`config.mk`:
```
export PLATFORM = sky130hd
export DESIGN_NAME = k_nearest_value_select
export DESIGN_NICKNAME = d
export VERILOG_FILES = /design/src/design/knvs_pkg.sv /design/src/design/knvs_front.sv /design/src/design/knvs_queue.sv /design/src/design/knvs_back.sv /design/src/design/k_nearest_value_select.sv
export SDC_FILE = /design/constraint.sdc
export NUM_CORES = 2
export LEC_CHECK = 0
export BUFFER_PORTS_ARGS = -buffer_cell sky130_fd_sc_hd__buf_2
export CORE_MARGIN = 2
export CORE_UTILIZATION = 55
export CTS_BUF_LIST = sky130_fd_sc_hd__clkbuf_8
export CTS_CLUSTER_DIAMETER = 60
export DETAILED_ROUTE_END_ITERATION = 10
export PLACE_DENSITY = 0.82
export SKIP_LAST_GASP = 1
export SLEW_MARGIN = 20
export SYNTH_ARGS = -nofsm -noshare
export SYNTH_HDL_FRONTEND = slang
export SYNTH_SLANG_ARGS = --single-unit
```
`constraint.sdc`:
```
create_clock -name clk -period 12.7 [get_ports clk]
set_clock_uncertainty 0.1 [all_clocks]
set_input_delay 1.905 -clock clk [delete_from_list [all_inputs] [get_ports clk]]
set_output_delay 1.905 -clock clk [all_outputs]
set_load 0.01 [all_outputs]
```
`src/design/knvs_pkg.sv`:
```
`default_nettype none
// ----------------------------------------------------------------------------
// knvs_pkg
// Shared types and constants for the nearest value selector.
// ----------------------------------------------------------------------------
package knvs_pkg;

	localparam int MAX_KEEP_DEF = 16;
	localparam int VALUE_W      = 32;
	localparam int TARGET_W     = 40;
	localparam int KEEP_W       = 7;
	localparam int DIST_W       = 41;
	localparam int FRAC_W       = 8;
	localparam int CFG_IDX_W    = 2;
	localparam int CFG_DATA_W   = 40;

	localparam logic [CFG_IDX_W-1:0] REG_TARGET = 2'd0;
	localparam logic [CFG_IDX_W-1:0] REG_KEEP   = 2'd1;

	typedef struct packed {
		logic signed [VALUE_W-1:0] sample_value;
		logic                      is_final;
	} item_t;

	typedef struct packed {
		logic signed [VALUE_W-1:0] chosen_value;
		logic                      end_of_run;
	} result_t;

	typedef struct packed {
		logic [DIST_W-1:0]         span;
		logic signed [VALUE_W-1:0] value;
		logic                      last;
	} work_t;

endpackage
`default_nettype wire

```
`src/design/knvs_front.sv`:
```
`default_nettype none
// ----------------------------------------------------------------------------
// knvs_front
// Captures an input beat and computes its distance to the target.
// ----------------------------------------------------------------------------
module knvs_front (
	input  wire logic                                   clk,
	input  wire logic                                   arst_n,
	input  wire logic                                   start,
	output logic                                        busy,
	input  wire knvs_pkg::item_t                        item,
	input  wire logic signed [knvs_pkg::TARGET_W-1:0]   target,
	output logic                                        push,
	output knvs_pkg::work_t                             push_data,
	input  wire logic                                   full
);

	logic                  valid_s1;
	knvs_pkg::item_t       item_s1;
	logic                  take;
	logic signed [41:0]    diff;
	logic signed [41:0]    neg;

	assign busy = valid_s1 && full;
	assign take = start && !busy;
	assign push = valid_s1 && !full;

	always_ff @(posedge clk or negedge arst_n) begin
		if (!arst_n) begin
			valid_s1 <= 1'b0;
		end else if (take) begin
			valid_s1 <= 1'b1;
		end else if (push) begin
			valid_s1 <= 1'b0;
		end
	end

	always_ff @(posedge clk) begin
		if (take) begin
			item_s1 <= item;
		end
	end

	always_comb begin
		diff = {{2{item_s1.sample_value[knvs_pkg::VALUE_W-1]}}, item_s1.sample_value,
			{knvs_pkg::FRAC_W{1'b0}}} - {{2{target[knvs_pkg::TARGET_W-1]}}, target};
		neg  = -diff;
		push_data.span  = diff[41] ? neg[knvs_pkg::DIST_W-1:0] : diff[knvs_pkg::DIST_W-1:0];
		push_data.value = item_s1.sample_value;
		push_data.last  = item_s1.is_final;
	end

endmodule
`default_nettype wire

```
`src/design/knvs_queue.sv`:
```
`default_nettype none
// ----------------------------------------------------------------------------
// knvs_queue
// Two-entry queue between the front and the back.
// ----------------------------------------------------------------------------
module knvs_queue (
	input  wire logic             clk,
	input  wire logic             arst_n,
	input  wire logic             push,
	input  wire knvs_pkg::work_t  push_data,
	output logic                  full,
	input  wire logic             pop,
	output logic                  not_empty,
	output knvs_pkg::work_t       pop_data
);

	knvs_pkg::work_t mem [2];
	logic            wr_ptr_q;
	logic            rd_ptr_q;
	logic [1:0]      count_q;
	logic            do_pop;

	assign full      = count_q == 2'd2;
	assign not_empty = count_q != 2'd0;
	assign do_pop    = pop && not_empty;
	assign pop_data  = mem[rd_ptr_q];

	always_ff @(posedge clk) begin
		if (push) begin
			mem[wr_ptr_q] <= push_data;
		end
	end

	always_ff @(posedge clk or negedge arst_n) begin
		if (!arst_n) begin
			wr_ptr_q <= 1'b0;
			rd_ptr_q <= 1'b0;
			count_q  <= 2'd0;
		end else begin
			if (push) begin
				wr_ptr_q <= !wr_ptr_q;
			end
			if (do_pop) begin
				rd_ptr_q <= !rd_ptr_q;
			end
			if (push && !do_pop) begin
				count_q <= count_q + 2'd1;
			end else if (do_pop && !push) begin
				count_q <= count_q - 2'd1;
			end
		end
	end

endmodule
`default_nettype wire

```
`src/design/knvs_back.sv`:
```
`default_nettype none
// ----------------------------------------------------------------------------
// knvs_back
// Sorted store of the kept values, one insertion per cycle outside a drain,
// and the drain that emits them farthest first.
// ----------------------------------------------------------------------------
module knvs_back #(
	parameter int MAX_KEEP = knvs_pkg::MAX_KEEP_DEF
) (
	input  wire logic                             clk,
	input  wire logic                             arst_n,
	input  wire logic [knvs_pkg::KEEP_W-1:0]      keep,
	input  wire logic                             avail,
	input  wire knvs_pkg::work_t                  work,
	output logic                                  pop,
	output knvs_pkg::result_t                     result,
	output logic                                  result_strobe
);

	localparam int CNT_W = $clog2(MAX_KEEP + 1);
	localparam int IDX_W = (MAX_KEEP > 1) ? $clog2(MAX_KEEP) : 1;

	localparam logic ST_RUN   = 1'b0;
	localparam logic ST_DRAIN = 1'b1;

	logic [knvs_pkg::DIST_W-1:0]          dist_q [MAX_KEEP];
	logic signed [knvs_pkg::VALUE_W-1:0]  num_q  [MAX_KEEP];
	logic [CNT_W-1:0]                     held_q;
	logic                                 state_q;
	logic [IDX_W-1:0]                     drain_q;
	knvs_pkg::result_t                    result_q;
	logic                                 strobe_q;

	logic [CNT_W-1:0]    k_eff;
	logic [CNT_W-1:0]    n;
	logic [CNT_W-1:0]    n_new;
	logic [MAX_KEEP-1:0] gt;
	logic                do_ins;
	logic                room;

	assign pop           = (state_q == ST_RUN) && avail;
	assign result        = result_q;
	assign result_strobe = strobe_q;

	always_comb begin
		if (keep > knvs_pkg::KEEP_W'(MAX_KEEP)) begin
			k_eff = CNT_W'(MAX_KEEP);
		end else begin
			k_eff = CNT_W'(keep);
		end
		n      = (held_q < k_eff) ? held_q : k_eff;
		room   = n < k_eff;
		do_ins = room || (|gt);
		n_new  = room ? n + CNT_W'(1) : n;
	end

	for (genvar i = 0; i < MAX_KEEP; i++) begin : g_cell
		logic take_new;
		logic shift_in;

		assign gt[i] = (CNT_W'(i) < n) && (dist_q[i] > work.span);

		if (i == 0) begin : g_first
			assign take_new = gt[0] || (n == CNT_W'(0));
			assign shift_in = 1'b0;
		end else begin : g_rest
			assign take_new = !gt[i-1] && (gt[i] || (n == CNT_W'(i)));
			assign shift_in = gt[i-1];
		end

		always_ff @(posedge clk) begin
			if (pop && do_ins) begin
				if (take_new) begin
					dist_q[i] <= work.span;
					num_q[i]  <= work.value;
				end else if (shift_in) begin
					if (i > 0) begin
						dist_q[i] <= dist_q[(i > 0) ? i - 1 : 0];
						num_q[i]  <= num_q[(i > 0) ? i - 1 : 0];
					end
				end
			end
		end
	end

	always_ff @(posedge clk or negedge arst_n) begin
		if (!arst_n) begin
			held_q   <= '0;
			state_q  <= ST_RUN;
			drain_q  <= '0;
			strobe_q <= 1'b0;
		end else begin
			strobe_q <= (state_q == ST_DRAIN);
			case (state_q)
				ST_RUN: begin
					if (pop) begin
						held_q <= n_new;
						if (work.last && (n_new != CNT_W'(0))) begin
							drain_q <= IDX_W'(n_new - CNT_W'(1));
							state_q <= ST_DRAIN;
						end
					end
				end
				ST_DRAIN: begin
					if (drain_q == IDX_W'(0)) begin
						held_q  <= '0;
						state_q <= ST_RUN;
					end else begin
						drain_q <= drain_q - IDX_W'(1);
					end
				end
				default: begin
					state_q <= ST_RUN;
				end
			endcase
		end
	end

	always_ff @(posedge clk) begin
		if (state_q == ST_DRAIN) begin
			result_q.chosen_value <= num_q[drain_q];
			result_q.end_of_run   <= drain_q == IDX_W'(0);
		end
	end

endmodule
`default_nettype wire

```
`src/design/k_nearest_value_select.sv`:
```
`default_nettype none
// ----------------------------------------------------------------------------
// k_nearest_value_select
// Keeps the configured number of values nearest to a fixed-point target and
// emits them farthest first when the final beat of a set arrives.
// ----------------------------------------------------------------------------
// Path: a beat is registered in the front, held in the queue and then inserted
// in the sorted store; after a final beat the drain registers each result.
// Throughput: one beat per cycle outside a drain, set by the insertion chain.
// A final beat starts a drain of min(count, k) values; meanwhile beats collect
// in the queue, and busy rises once it and the front are full. Results cannot
// be stalled. Reset clears control and target and sets keep to one.
module k_nearest_value_select #(
	parameter int MAX_KEEP = knvs_pkg::MAX_KEEP_DEF
) (
	input  wire logic                                 clk,
	input  wire logic                                 arst_n,
	input  wire logic                                 start,
	output logic                                      busy,
	input  wire knvs_pkg::item_t                      item,
	output knvs_pkg::result_t                         result,
	output logic                                      result_strobe,
	input  wire logic                                 cfg_we,
	input  wire logic [knvs_pkg::CFG_IDX_W-1:0]       cfg_index,
	input  wire logic [knvs_pkg::CFG_DATA_W-1:0]      cfg_data
);

	logic signed [knvs_pkg::TARGET_W-1:0] target_q;
	logic [knvs_pkg::KEEP_W-1:0]          keep_q;
	logic                                 push;
	knvs_pkg::work_t                      push_data;
	logic                                 full;
	logic                                 pop;
	logic                                 not_empty;
	knvs_pkg::work_t                      pop_data;

	always_ff @(posedge clk or negedge arst_n) begin
		if (!arst_n) begin
			target_q <= '0;
			keep_q   <= knvs_pkg::KEEP_W'(1);
		end else if (cfg_we) begin
			case (cfg_index)
				knvs_pkg::REG_TARGET: target_q <= cfg_data[knvs_pkg::TARGET_W-1:0];
				knvs_pkg::REG_KEEP:   keep_q   <= cfg_data[knvs_pkg::KEEP_W-1:0];
				default: begin
				end
			endcase
		end
	end

	knvs_front u_front (
		.clk       (clk),
		.arst_n    (arst_n),
		.start     (start),
		.busy      (busy),
		.item      (item),
		.target    (target_q),
		.push      (push),
		.push_data (push_data),
		.full      (full)
	);

	knvs_queue u_queue (
		.clk       (clk),
		.arst_n    (arst_n),
		.push      (push),
		.push_data (push_data),
		.full      (full),
		.pop       (pop),
		.not_empty (not_empty),
		.pop_data  (pop_data)
	);

	knvs_back #(
		.MAX_KEEP (MAX_KEEP)
	) u_back (
		.clk           (clk),
		.arst_n        (arst_n),
		.keep          (keep_q),
		.avail         (not_empty),
		.work          (pop_data),
		.pop           (pop),
		.result        (result),
		.result_strobe (result_strobe)
	);

endmodule
`default_nettype wire

```
==> metrics <==
status=finished, final reports clean; First DRT Iteration DRCs=8469; largest net degree at the start of global routing=89; Most common cell on crit path=buf_4; Num Clock Sinks=1445; grt ovf=0; final count of hold timing violations=0; endpoint class of the critical path=flip-flop; worst-skew pair later-pin latency=1.01 ns; Post-DRT Antenna Nets=0; Placer Congestion=1.04; Num CTS Buffers=228; Die Span Y=382 µm; Max H-tree Level=4; Avg Inst Size Synth=11.7 µm²; layout cell share with drive strength beyond 1=13.6%; Synth Warn #=0; Ports=114; worst-path fanout max=47; Fmax=0.116 GHz; vias=58400; vias per inst=6.57; final setup vio count=0; first-pass GRT wire length=341 mm; Crit path buffers/inverters=5; Starting Density=55.4%; fin. max-slew vios=0; row count=138; # DRC=0; Clock transition at path regs=0.06 ns; worst-path cell chain=buf_4, mux2i_4, buf_4, ha_1, nand4_1, nor4_1, nand3_1, a211oi_1, a31oi_1, a31oi_1, o21bai_1, and4b_1, buf_4, nor3_2, buf_4, buf_4; drt pass-1 iters=7; most frequent cells in the layout=edfxtp_1 (1382), a21oi_1 (1158), nor2_1 (1057), ha_1 (701), clkbuf_8 (242); P&R area growth vs syn=9.82%; CTS root buf=clkbuf_8; final WL=228 mm; Period minus WS final=8.64 ns; worst hold path type=flip-flop to flip-flop; Post-synth top flop=edfxtp_1; post-synthesis sequential area ratio=54.9%; Syn Inst Count=6704; slowest CP cell=nor4_1; initial antenna violation count=6; fin util=60.9%; CTS resizes=0; Synth Cell Area=78500 µm²; Arr. time, crit path=9.13 ns; Worst path max stage delay=0.94 ns; Final nets=7579; Hold-fix buffers, CTS=0; die area=146000 µm²; crit path launch type=flip-flop; syn_nets=7484; vias in the first global route=57300; TritonCTS clock tree=done; setup TNS=0 ns; detailed placement HPWL=155 mm; kind of critical path=flip-flop to flip-flop; design area=86200 µm²; wire per inst=25.7 µm; max-capacitance violation count=0; Worst Path Required=13.19 ns; Core Box Area=142000 µm²; unrepaired setup endpoints after global routing=no; most common cell after layout, fill and taps aside=edfxtp_1; clock tree buffer depth=3; post-CTS setup buffer count=0; chip width=382 µm; worst slew pin tran=1.25 ns; Synth cell types=91; Placed Area=81800 µm²; gr usage total=30.8%; Slew headroom=15.9%; number of enable flip-flop cells after synthesis=1382; fin crit share=68.0%; final hold slack=0.394 ns; delay-heaviest family, CP=buffers and inverters; Synth Register Bits=1445; Async SR Flop Fraction=4.36%; PortBufs=113
final cells by class:
class,count,area [µm²]
Tap cell,1890,2360
Clock inverter,179,990
Sequential cell,1445,43100
Clock buffer,242,3330
Inverter,157,591
Fill cell,10700,55400
Multi-Input combinational cell,4715,34200
Timing Repair Buffer,252,1660
Antenna cell,4,10.0
per-layer routing:
metal	wire (µm)	vias to the layer above	track usage [%]
met5	32	-	0
met4	12100	4	15.8
met3	29400	728	7.92
met2	104000	3989	48.0
met1	83300	28100	40.0
li1	-	25600	-
cell families after synthesis:
| group | share of synthesized area, % |
|---|---|
| simple gates | 9.31 |
| flops | 54.9 |
| xor+xnor | 0.893 |
| mux | 7.54 |
| fa+ha+maj | 11.2 |
| buf+inv | 2.63 |
| compound gates | 13.6 |
synth_stat cells, drive strengths merged (15+ instances only):
cell type  instances  area (µm²)
a211oi            38         315
a21o             227        1700
a21oi           1158        5800
a31oi             38         238
and3              15        93.8
buf               41         178
clkbuf           346        1300
dfrtp             62        1550
edfxtp          1382       41500
ha               701        8770
inv              155         582
mux2             162        1820
mux2i            157        1570
mux4             112        2520
nand2            171         642
nand2b            27         176
nand3             50         250
nand4            150         938
nor2            1062        3990
nor2b             44         275
nor3              32         160
nor4              29         203
o211ai            16         120
o21a              40         300
o21ai            186         935
o22ai             32         200
or2               19         119
xnor2             51         447
xor2              29         254
flip-flops by register name (all words and copies together) (netlist names):
register	flops
u_back.drain_q	4
u_front.valid_s1	1
u_queue.wr_ptr_q	1
u_back.num_q	512
u_back.state_q	1
keep_q	7
u_front.push_data	33
u_queue.mem	148
u_queue.rd_ptr_q	1
u_back.held_q	5
u_back.result	33
u_queue.count_q	2
u_back.dist_q	656
target_q	40
u_back.result_strobe	1
worst paths after layout:
| kind | cells after the start | slack [ns] | from | to |
|---|---|---|---|---|
| worst max register to register | 16 | 4.06 | u_queue.rd_ptr_q | u_back.num_q[5][26] |
| min in group asynchronous | 2 | 1.01 | arst_n | target_q[29] |
| worst min register to register | 0 | 0.39 | u_front.push_data[0] | u_queue.mem[0][0] |
| max in group asynchronous | 2 | 10.83 | arst_n | u_queue.rd_ptr_q |
| worst max-delay path | 16 | 4.06 | u_queue.rd_ptr_q | u_back.num_q[5][26] |
| worst min-delay path | 0 | 0.39 | u_front.push_data[0] | u_queue.mem[0][0] |
through the flow:
step | instances | setup WS [ns]
floorplan | 6704 | 1.92
global placement | 8455 | 4.50
detailed placement | 8457 | 4.48
CTS | 8878 | 4.44
global route | 8881 | 3.80
finish | 8884 | 4.06
Power is left out: the tool's default activity adds up to more than one toggle a clock period on the data nets, which glitch-free logic cannot reach.
